## src/rtl/core/jse_pkg.sv

```systemverilog
`timescale 1ns / 1ps
// ----------------------------------------------------------------------------
// jse_pkg: shared types and constants of the JSON string escaper
// Job descriptor passed from the classifier to the character serializer,
// body kinds, queue sizing and the ASCII codes the escaper emits.
// ----------------------------------------------------------------------------
package jse_pkg;

   // body kinds of a job
   localparam logic [2:0] KIND_NONE = 3'd0;  // quotes only
   localparam logic [2:0] KIND_CHAR = 3'd1;  // one char, optional backslash
   localparam logic [2:0] KIND_ESCU = 3'd2;  // bare \u of a lead byte
   localparam logic [2:0] KIND_UHEX = 3'd3;  // \u and four hex digits
   localparam logic [2:0] KIND_HEX4 = 3'd4;  // four hex digits
   localparam logic [2:0] KIND_SURR = 3'd5;  // surrogate pair tail

   localparam int QueueDepth = 4;
   localparam int QueuePtrW  = $clog2(QueueDepth);
   localparam int QueueCntW  = $clog2(QueueDepth + 1);

   localparam logic [6:0] CH_QUOTE     = 7'h22;
   localparam logic [6:0] CH_BACKSLASH = 7'h5C;
   localparam logic [6:0] CH_U         = 7'h75;
   localparam logic [6:0] CH_D         = 7'h64;

   typedef struct packed {
      logic        open_quote;
      logic        close_quote;
      logic [2:0]  kind;
      logic        esc;     // KIND_CHAR: emit a backslash first
      logic [19:0] data;    // char, 16-bit code unit or 20-bit surrogate offset
   } job_type;

endpackage

```

## src/rtl/core/jse_front.sv

```systemverilog
`timescale 1ns / 1ps
// ----------------------------------------------------------------------------
// jse_front: byte classifier
// Tracks the open UTF-8 sequence and turns each accepted byte into a job
// descriptor for the serializer; bytes that emit nothing push no job.
// ----------------------------------------------------------------------------
module jse_front (
   input  logic             clock,
   input  logic             reset,
   input  logic             accept,
   input  logic [7:0]       in_byte,
   input  logic             first_of_string,
   input  logic             last_of_string,
   input  logic             empty_string,
   output logic             push,
   output jse_pkg::job_type job
);

   logic [7:0] lead_ff, lead_in;
   logic [7:0] second_ff, second_in;
   logic [7:0] third_ff, third_in;
   logic [1:0] pending_ff, pending_in;

   function automatic logic [1:0] seq_total(input logic [7:0] lead);
      if (lead < 8'hE0)
         return 2'd1;
      else if (lead < 8'hF0)
         return 2'd2;
      else
         return 2'd3;
   endfunction

   function automatic logic [6:0] short_letter(input logic [7:0] b);
      logic [6:0] ch;
      case (b)
         8'd8:    ch = 7'h62;  // b
         8'd9:    ch = 7'h74;  // t
         8'd10:   ch = 7'h6E;  // n
         8'd12:   ch = 7'h66;  // f
         8'd13:   ch = 7'h72;  // r
         default: ch = 7'h20;
      endcase
      return ch;
   endfunction

   always_comb begin
      logic [1:0]  pend;
      logic [1:0]  total;
      logic [20:0] uc;
      logic [20:0] offs;

      lead_in    = lead_ff;
      second_in  = second_ff;
      third_in   = third_ff;
      pending_in = pending_ff;
      job        = '0;
      pend       = first_of_string ? 2'd0 : pending_ff;
      total      = seq_total(lead_ff);
      uc         = {lead_ff[2:0], second_ff[5:0], third_ff[5:0], in_byte[5:0]};
      offs       = uc - 21'h10000;

      if (empty_string) begin
         pending_in      = 2'd0;
         job.open_quote  = 1'b1;
         job.close_quote = 1'b1;
      end else begin
         job.open_quote  = first_of_string;
         job.close_quote = last_of_string;
         pending_in      = pend;
         if (pend == 2'd0) begin
            if (in_byte >= 8'h20 && in_byte < 8'h7F) begin
               job.kind = jse_pkg::KIND_CHAR;
               job.esc  = (in_byte == 8'h5C) || (in_byte == 8'h22);
               job.data = {13'd0, in_byte[6:0]};
            end else if (in_byte >= 8'd8 && in_byte <= 8'd13 && in_byte != 8'd11) begin
               job.kind = jse_pkg::KIND_CHAR;
               job.esc  = 1'b1;
               job.data = {13'd0, short_letter(in_byte)};
            end else if (in_byte < 8'h80) begin
               job.kind = jse_pkg::KIND_UHEX;
               job.data = {12'd0, in_byte};
            end else begin
               job.kind   = jse_pkg::KIND_ESCU;
               lead_in    = in_byte;
               pending_in = seq_total(in_byte);
            end
         end else if (pend > 2'd1) begin
            // still collecting: first continuation goes to second_ff
            if (total == pend)
               second_in = in_byte;
            else
               third_in = in_byte;
            pending_in = pend - 2'd1;
         end else begin
            pending_in = 2'd0;
            if (total == 2'd1) begin
               job.kind = jse_pkg::KIND_HEX4;
               job.data = {9'd0, lead_ff[4:0], in_byte[5:0]};
            end else if (total == 2'd2) begin
               job.kind = jse_pkg::KIND_HEX4;
               job.data = {4'd0, lead_ff[3:0], second_ff[5:0], in_byte[5:0]};
            end else if (lead_ff < 8'hF5) begin
               job.kind = jse_pkg::KIND_SURR;
               job.data = offs[19:0];
            end
         end
         if (last_of_string)
            pending_in = 2'd0;
      end
   end

   assign push = accept &&
                 (job.open_quote || job.close_quote || job.kind != jse_pkg::KIND_NONE);

   always_ff @(posedge clock) begin
      if (reset) begin
         lead_ff    <= 8'd0;
         second_ff  <= 8'd0;
         third_ff   <= 8'd0;
         pending_ff <= 2'd0;
      end else if (accept) begin
         lead_ff    <= lead_in;
         second_ff  <= second_in;
         third_ff   <= third_in;
         pending_ff <= pending_in;
      end
   end

endmodule

```

## src/rtl/core/jse_queue.sv

```systemverilog
`timescale 1ns / 1ps
// ----------------------------------------------------------------------------
// jse_queue: job queue
// Short first-in first-out buffer of job descriptors between the classifier
// and the serializer; the head entry is visible without a pop.
// ----------------------------------------------------------------------------
module jse_queue (
   input  logic             clock,
   input  logic             reset,
   input  logic             push,
   input  jse_pkg::job_type push_job,
   input  logic             pop,
   output logic             full,
   output logic             empty,
   output jse_pkg::job_type head_job
);

   jse_pkg::job_type entries_ff [jse_pkg::QueueDepth];
   logic [jse_pkg::QueuePtrW-1:0] wr_ptr_ff, wr_ptr_in;
   logic [jse_pkg::QueuePtrW-1:0] rd_ptr_ff, rd_ptr_in;
   logic [jse_pkg::QueueCntW-1:0] count_ff, count_in;

   assign full     = (count_ff == jse_pkg::QueueCntW'(jse_pkg::QueueDepth));
   assign empty    = (count_ff == '0);
   assign head_job = entries_ff[rd_ptr_ff];

   always_comb begin
      wr_ptr_in = push ? wr_ptr_ff + 1'b1 : wr_ptr_ff;
      rd_ptr_in = pop ? rd_ptr_ff + 1'b1 : rd_ptr_ff;
      count_in  = count_ff;
      if (push && !pop)
         count_in = count_ff + 1'b1;
      else if (pop && !push)
         count_in = count_ff - 1'b1;
   end

   always_ff @(posedge clock) begin
      if (push)
         entries_ff[wr_ptr_ff] <= push_job;
   end

   always_ff @(posedge clock) begin
      if (reset) begin
         wr_ptr_ff <= '0;
         rd_ptr_ff <= '0;
         count_ff  <= '0;
      end else begin
         wr_ptr_ff <= wr_ptr_in;
         rd_ptr_ff <= rd_ptr_in;
         count_ff  <= count_in;
      end
   end

   a_no_overflow: assert property (@(posedge clock) disable iff (reset)
      push |-> (!full || pop))
      else $error("job queue written while full");

   a_no_underflow: assert property (@(posedge clock) disable iff (reset)
      pop |-> !empty)
      else $error("job queue read while empty");

endmodule

```

## src/rtl/core/jse_back.sv

```systemverilog
`timescale 1ns / 1ps
// ----------------------------------------------------------------------------
// jse_back: character serializer
// Steps through the head job one character per cycle into the result register, while
// that register is free or being taken, and retires the job on its last character.
// ----------------------------------------------------------------------------
module jse_back (
   input  logic             clock,
   input  logic             reset,
   input  logic             job_empty,
   input  jse_pkg::job_type job,
   output logic             job_pop,
   output logic [6:0]       out_char,
   output logic             last_char,
   output logic             out_empty,
   input  logic             out_pop
);

   logic [3:0] step_ff, step_in;
   logic       valid_ff, valid_in;
   logic [6:0] char_ff;
   logic       last_ff;

   logic [3:0] len;
   logic [3:0] total;
   logic [3:0] idx;
   logic [6:0] ch;
   logic       is_last;
   logic       out_ready;
   logic       fire;

   function automatic logic [6:0] hex_char(input logic [3:0] n);
      if (n < 4'd10)
         return 7'h30 + {3'd0, n};
      else
         return 7'h57 + {3'd0, n};
   endfunction

   function automatic logic [3:0] body_len(input logic [2:0] kind, input logic esc);
      logic [3:0] n;
      case (kind)
         jse_pkg::KIND_CHAR: n = esc ? 4'd2 : 4'd1;
         jse_pkg::KIND_ESCU: n = 4'd2;
         jse_pkg::KIND_UHEX: n = 4'd6;
         jse_pkg::KIND_HEX4: n = 4'd4;
         jse_pkg::KIND_SURR: n = 4'd10;
         default:            n = 4'd0;
      endcase
      return n;
   endfunction

   function automatic logic [6:0] hex4_char(input logic [15:0] v, input logic [1:0] pos);
      logic [3:0] nib;
      case (pos)
         2'd0:    nib = v[15:12];
         2'd1:    nib = v[11:8];
         2'd2:    nib = v[7:4];
         default: nib = v[3:0];
      endcase
      return hex_char(nib);
   endfunction

   function automatic logic [6:0] body_char(input jse_pkg::job_type j, input logic [3:0] i);
      logic [6:0] c;
      logic [3:0] k;
      k = i - 4'd2;
      c = jse_pkg::CH_QUOTE;
      case (j.kind)
         jse_pkg::KIND_CHAR: c = (j.esc && i == 4'd0) ? jse_pkg::CH_BACKSLASH : j.data[6:0];
         jse_pkg::KIND_ESCU: c = (i == 4'd0) ? jse_pkg::CH_BACKSLASH : jse_pkg::CH_U;
         jse_pkg::KIND_UHEX: begin
            if (i == 4'd0)
               c = jse_pkg::CH_BACKSLASH;
            else if (i == 4'd1)
               c = jse_pkg::CH_U;
            else
               c = hex4_char(j.data[15:0], k[1:0]);
         end
         jse_pkg::KIND_HEX4: c = hex4_char(j.data[15:0], i[1:0]);
         jse_pkg::KIND_SURR: begin
            case (i)
               4'd0:    c = jse_pkg::CH_D;
               4'd1:    c = hex_char({2'b10, j.data[19:18]});
               4'd2:    c = hex_char(j.data[17:14]);
               4'd3:    c = hex_char(j.data[13:10]);
               4'd4:    c = jse_pkg::CH_BACKSLASH;
               4'd5:    c = jse_pkg::CH_U;
               4'd6:    c = jse_pkg::CH_D;
               4'd7:    c = hex_char({2'b11, j.data[9:8]});
               4'd8:    c = hex_char(j.data[7:4]);
               default: c = hex_char(j.data[3:0]);
            endcase
         end
         default: c = jse_pkg::CH_QUOTE;
      endcase
      return c;
   endfunction

   always_comb begin
      len   = body_len(job.kind, job.esc);
      total = {3'd0, job.open_quote} + len + {3'd0, job.close_quote};
      idx   = step_ff - {3'd0, job.open_quote};
      if (job.open_quote && step_ff == 4'd0)
         ch = jse_pkg::CH_QUOTE;
      else if (idx < len)
         ch = body_char(job, idx);
      else
         ch = jse_pkg::CH_QUOTE;
      is_last   = (step_ff == total - 4'd1);
      out_ready = !valid_ff || out_pop;
      fire      = !job_empty && out_ready;
      job_pop   = fire && is_last;
      if (fire)
         step_in = is_last ? 4'd0 : step_ff + 4'd1;
      else
         step_in = step_ff;
      if (fire)
         valid_in = 1'b1;
      else if (out_pop)
         valid_in = 1'b0;
      else
         valid_in = valid_ff;
   end

   always_ff @(posedge clock) begin
      if (reset) begin
         step_ff  <= 4'd0;
         valid_ff <= 1'b0;
      end else begin
         step_ff  <= step_in;
         valid_ff <= valid_in;
      end
   end

   // hold the word until it is taken
   always_ff @(posedge clock) begin
      if (fire) begin
         char_ff <= ch;
         last_ff <= is_last;
      end
   end

   assign out_char  = char_ff;
   assign last_char = last_ff;
   assign out_empty = !valid_ff;

   a_step_in_job: assert property (@(posedge clock) disable iff (reset)
      !job_empty |-> (step_ff < total))
      else $error("serializer step beyond end of job");

   a_step_idle: assert property (@(posedge clock) disable iff (reset)
      job_empty |-> (step_ff == 4'd0))
      else $error("serializer step left open with no job");

endmodule

```

## src/rtl/core/json_string_escaper.sv

```systemverilog
`timescale 1ns / 1ps
// An accepted byte is written into the job queue; its first character is then registered
// in the result word. Throughput: one byte per cycle while the queue is not full; a byte
// yielding n characters (up to 12) holds its job at the queue head until all are emitted.
// The one-character-per-cycle serializer sets the rate; a 4-deep job queue absorbs bursts.
// Reset (synchronous): closes any open sequence and empties the queue and result word.
// ----------------------------------------------------------------------------
// json_string_escaper: UTF-8 to quoted JSON string text
// Classifies each input byte into an escape job, queues it, and serializes
// the job into ASCII characters on the result port.
// ----------------------------------------------------------------------------
module json_string_escaper (
   input  logic       clock,
   input  logic       reset,
   input  logic [7:0] req_in_byte,
   input  logic       req_first_of_string,
   input  logic       req_last_of_string,
   input  logic       req_empty_string,
   input  logic       req_push,
   output logic       req_full,
   output logic [6:0] rsp_out_char,
   output logic       rsp_last_char,
   output logic       rsp_empty,
   input  logic       rsp_pop
);

   logic             accept;
   logic             job_push;
   jse_pkg::job_type new_job;
   jse_pkg::job_type head_job;
   logic             q_full;
   logic             q_empty;
   logic             q_pop;

   assign req_full = q_full;
   assign accept   = req_push && !q_full;

   jse_front u_front (
      .clock           (clock),
      .reset           (reset),
      .accept          (accept),
      .in_byte         (req_in_byte),
      .first_of_string (req_first_of_string),
      .last_of_string  (req_last_of_string),
      .empty_string    (req_empty_string),
      .push            (job_push),
      .job             (new_job)
   );

   jse_queue u_queue (
      .clock    (clock),
      .reset    (reset),
      .push     (job_push),
      .push_job (new_job),
      .pop      (q_pop),
      .full     (q_full),
      .empty    (q_empty),
      .head_job (head_job)
   );

   jse_back u_back (
      .clock     (clock),
      .reset     (reset),
      .job_empty (q_empty),
      .job       (head_job),
      .job_pop   (q_pop),
      .out_char  (rsp_out_char),
      .last_char (rsp_last_char),
      .out_empty (rsp_empty),
      .out_pop   (rsp_pop)
   );

endmodule
```

## config.mk

```make
export PLATFORM = sky130hd
export DESIGN_NAME = json_string_escaper
export DESIGN_NICKNAME = d
export VERILOG_FILES = /design/src/rtl/core/jse_pkg.sv /design/src/rtl/core/jse_front.sv /design/src/rtl/core/jse_queue.sv /design/src/rtl/core/jse_back.sv /design/src/rtl/core/json_string_escaper.sv
export SDC_FILE = /design/constraint.sdc
export NUM_CORES = 1
export LEC_CHECK = 0
export BUFFER_PORTS_ARGS = -buffer_cell sky130_fd_sc_hd__buf_2
export CORE_ASPECT_RATIO = 0.5
export CORE_UTILIZATION = 54
export CTS_BUF_LIST = sky130_fd_sc_hd__clkbuf_8
export DETAILED_ROUTE_END_ITERATION = 7
export GPL_TIMING_DRIVEN = 0
export PLACE_DENSITY = 0.71
export SLEW_MARGIN = 20
export SYNTH_ARGS = -nofsm -noshare
export SYNTH_HDL_FRONTEND = slang
export SYNTH_SLANG_ARGS = --single-unit
export TNS_END_PERCENT = 50
```

## constraint.sdc

```tcl
create_clock -name clock -period 10.08 [get_ports clock]
set_input_delay 1.512 -clock clock [delete_from_list [all_inputs] [get_ports clock]]
set_output_delay 1.512 -clock clock [all_outputs]
set_load 0.05 [all_outputs]
```

==> run summary <==
hold path cells: 2
Critical Path AT: 5440 ps
Req. time, crit path: 10280 ps
outcome: finished clean
prevailing post-synth register cell: edfxtp_1
WL/cell: 19.7 µm
VDD IR max: 0.117 mV
clk root buf: clkbuf_8
final setup fails: 0
Reg power frac: 30.3%
sequential area share after synthesis: 50.2%
TritonRoute pass-1 iters: 5
P&R area growth vs syn: 9.80%
gr usage total: 25.5%
Post-Syn Nets: 735
Fill cells: 1194
Hold Fails Final Rpt: 0
adder-cell area share of the yosys netlist: 4.61%
DIE WIDTH: 176 µm
net switching power: 1100 µW
post-synthesis async set-or-reset flop share: 0%
clock latency on the worst-skew pair: 450 ps
WHS: 464 ps
Synth Warn #: 0
max-slew violations: 0
most frequent cells in the layout: 112 x edfxtp_1, 74 x nor2_1, 38 x a21oi_1
# DRC: 0
Slew HR: 41.9%
RePlAce Congestion: 0.988
Iteration-0 DRC Markers: 516
Setup crit start kind: register
total CTS buffers: 17
nets@finish: 776
Mean Syn Cell Area: 11.8 µm²
Period Utilization, post-route: 52.0%
proportion of layout cells with a drive suffix above 1: 15.1%
Leakage: 0.00318 µW
clk_skew: 16.4 ps
Max Freq: 191 MHz
Comb power frac: 50.8%
dpl hpwl: 13300 µm
Post-CTS Hold Buffers: 0
Critical Path Slowest Stage Cell: buf_1
antenna violations before repair: 0
clock sinks: 148
Clk pwr share: 18.9%
Vias: 5825
CP Class: reg -> reg
Port Buf Inserts: 21
distinct cell type count after synthesis: 74
Routed Antenna Nets: 0
CTS tree: built
largest family of logic cells by synthesized area: multiplexers
xor and xnor area share after synthesis: 2.80%
P per Cell Area: 289 nW/µm²
setup TNS: 0 ps
worst reg-to-reg path cell count: 14
Synth Instances: 692
vias in the first global route: 5444
Clock H-tree levels: 4
first-pass GRT wire length: 29500 µm
crit-path cells: buf_2 > buf_1 > mux4_2 > ha_1 > ha_1 > clkbuf_1 > clkbuf_1 > mux4_2 > mux2i_1 > mux2i_1 > o21ai_1 > xnor2_1 > a21boi_0 > o31a_1
Reg clk slew, reported paths: 90 ps
flop and latch count out of synthesis: 148
Placeable Area: 14600 µm²
Post-synth EDFFs: 112
Synth top area share: 41.3%
dominant cell type by area after synthesis: edfxtp_1
ant diodes: 0
commonest non-fill, non-tap cell in the layout: edfxtp_1
post-CTS setup buffers: 0
Final min period: 5240 ps
# IOs: 25
Internal: 1480 µW
worst-margin pin slew: 860 ps
die area: 15600 µm²
FP Rows: 31
multiplexer area fraction after synthesis: 14.2%
complex-gate fraction of the synthesized area: 11.4%
worst-path fanout max: 10
clock tree buffer depth: 2
top cells by area, synth: edfxtp_1 41%, mux4_2 9.1%, dfxtp_1 8.9%, ha_1 4.0%, mux2i_1 3.8%
Netlist Area Pre-Place: 8130 µm²
Worst setup EP type: register
pin count of the biggest net entering global routing: 27
Simple-Gate Fraction of Synth Area: 13.2%
max-cap viol count: 0
Hold Crit Start: u_front.lead_ff[7]$_SDFFE_PP0P_
RSZ-0062 raised after global routing: no
final WL: 18600 µm
post-CTS sizing: 0
Vias per Instance: 6.17
HP Class: reg -> reg
Die Ht: 88.8 µm
Overflow after GRT: 0
Max stage delay on crit path: 570 ps
starting density of the core: 55.8%
Sw Ratio: 42.7%
## routing by layer
layer,global-route usage [%],wire length (µm),vias to the layer above
met4,8.30,274,0
li1,-,-,2713
met3,4.90,1410,22
met5,0,0,-
met2,38.4,8020,277
met1,37.5,8870,2813
## state kept, by name (all words and copies together), names as in the netlist, named ones only
name                cells
u_back.last_char        1
u_back.out_char         7
u_back.step_ff          4
u_back.valid_ff         1
u_front.lead_ff         8
u_front.pending_ff      2
u_front.second_ff       6
u_front.third_ff        6
u_queue.count_ff        3
u_queue.entries_ff    104
u_queue.rd_ptr_ff       2
u_queue.wr_ptr_ff       2
## Yosys cell counts, drive strengths merged, types with 3 or more instances
library cell / number
o21ai: 25
nand2: 29
a22o: 7
clkbuf: 25
a21boi: 3
a31oi: 7
a211oi: 4
nor4: 4
edfxtp: 112
nand4: 9
xnor2: 17
nor2: 74
a22oi: 8
nand2b: 9
or2: 6
ha: 26
and2: 9
a21oi: 39
a311oi: 4
dfxtp: 36
xor2: 9
and3: 4
o31a: 4
nor3b: 5
o21a: 7
o21bai: 3
nor2b: 18
nand3: 8
mux2i: 31
or3: 3
inv: 38
nor3: 19
buf: 10
a221oi: 7
mux4: 36
## cell families (layout without fill, tap and decap cells)
family / count (synthesis) / count (layout)
adders and majority gates: 29 / 29
AOI/OAI and AO/OA: 136 / 136
DFF: 148 / 148
and+or+nand+nor: 211 / 211
muxes: 69 / 69
xor gates and xnor gates: 26 / 26
buffers and inverters: 73 / 127
## final timing paths
check	end	slack, ps
worst min-delay path	u_front.lead_ff[7]$_SDFFE_PP0P_	460
worst max-delay path	u_back.out_char[0]$_SDFFCE_PP0P_	4840
worst min register to register	u_front.lead_ff[7]$_SDFFE_PP0P_	460
worst max register to register	u_back.out_char[0]$_SDFFCE_PP0P_	4840
## critical path, delay by kind of cell (launching register included)
kind | cells | cell delay [ps]
mux | 4 | 1350
compound gates | 3 | 640
fa+ha+maj | 2 | 510
buf+inv | 4 | 1860
xor+xnor | 1 | 190
flops | 1 | 450
## through the flow
stage	utilization (%)	setup WS, ps	power, µW	std cells	instance area [µm²]
after floorplan	-	5630	1770	692	8130
after global placement	58.2	4940	2050	911	8490
after detailed placement	58.3	4810	2080	912	8510
after CTS	61.2	4790	2560	944	8930
after global routing	61.2	4430	2740	944	8930
final	61.2	4840	2580	944	8930
## area by class of cell
type	count	area [µm²]	share of cell area, %
inverters	38	143	1.60
multi-input cells	471	3770	42.2
clock inverters	15	190	2.13
well taps	198	248	2.77
clock buffers	17	234	2.62
flip-flops and latches	148	4080	45.7
plain buffers	35	148	1.65
repair buffers	22	116	1.30
## power by group through the flow
stage	registers [µW]	clock network, µW	logic (µW)
after floorplan	845	0	925
after global placement	794	0	1250
after detailed placement	796	0	1280
after CTS	783	492	1290
after global routing	791	519	1430
final	782	487	1310
Power figures use the tool's default switching activity.
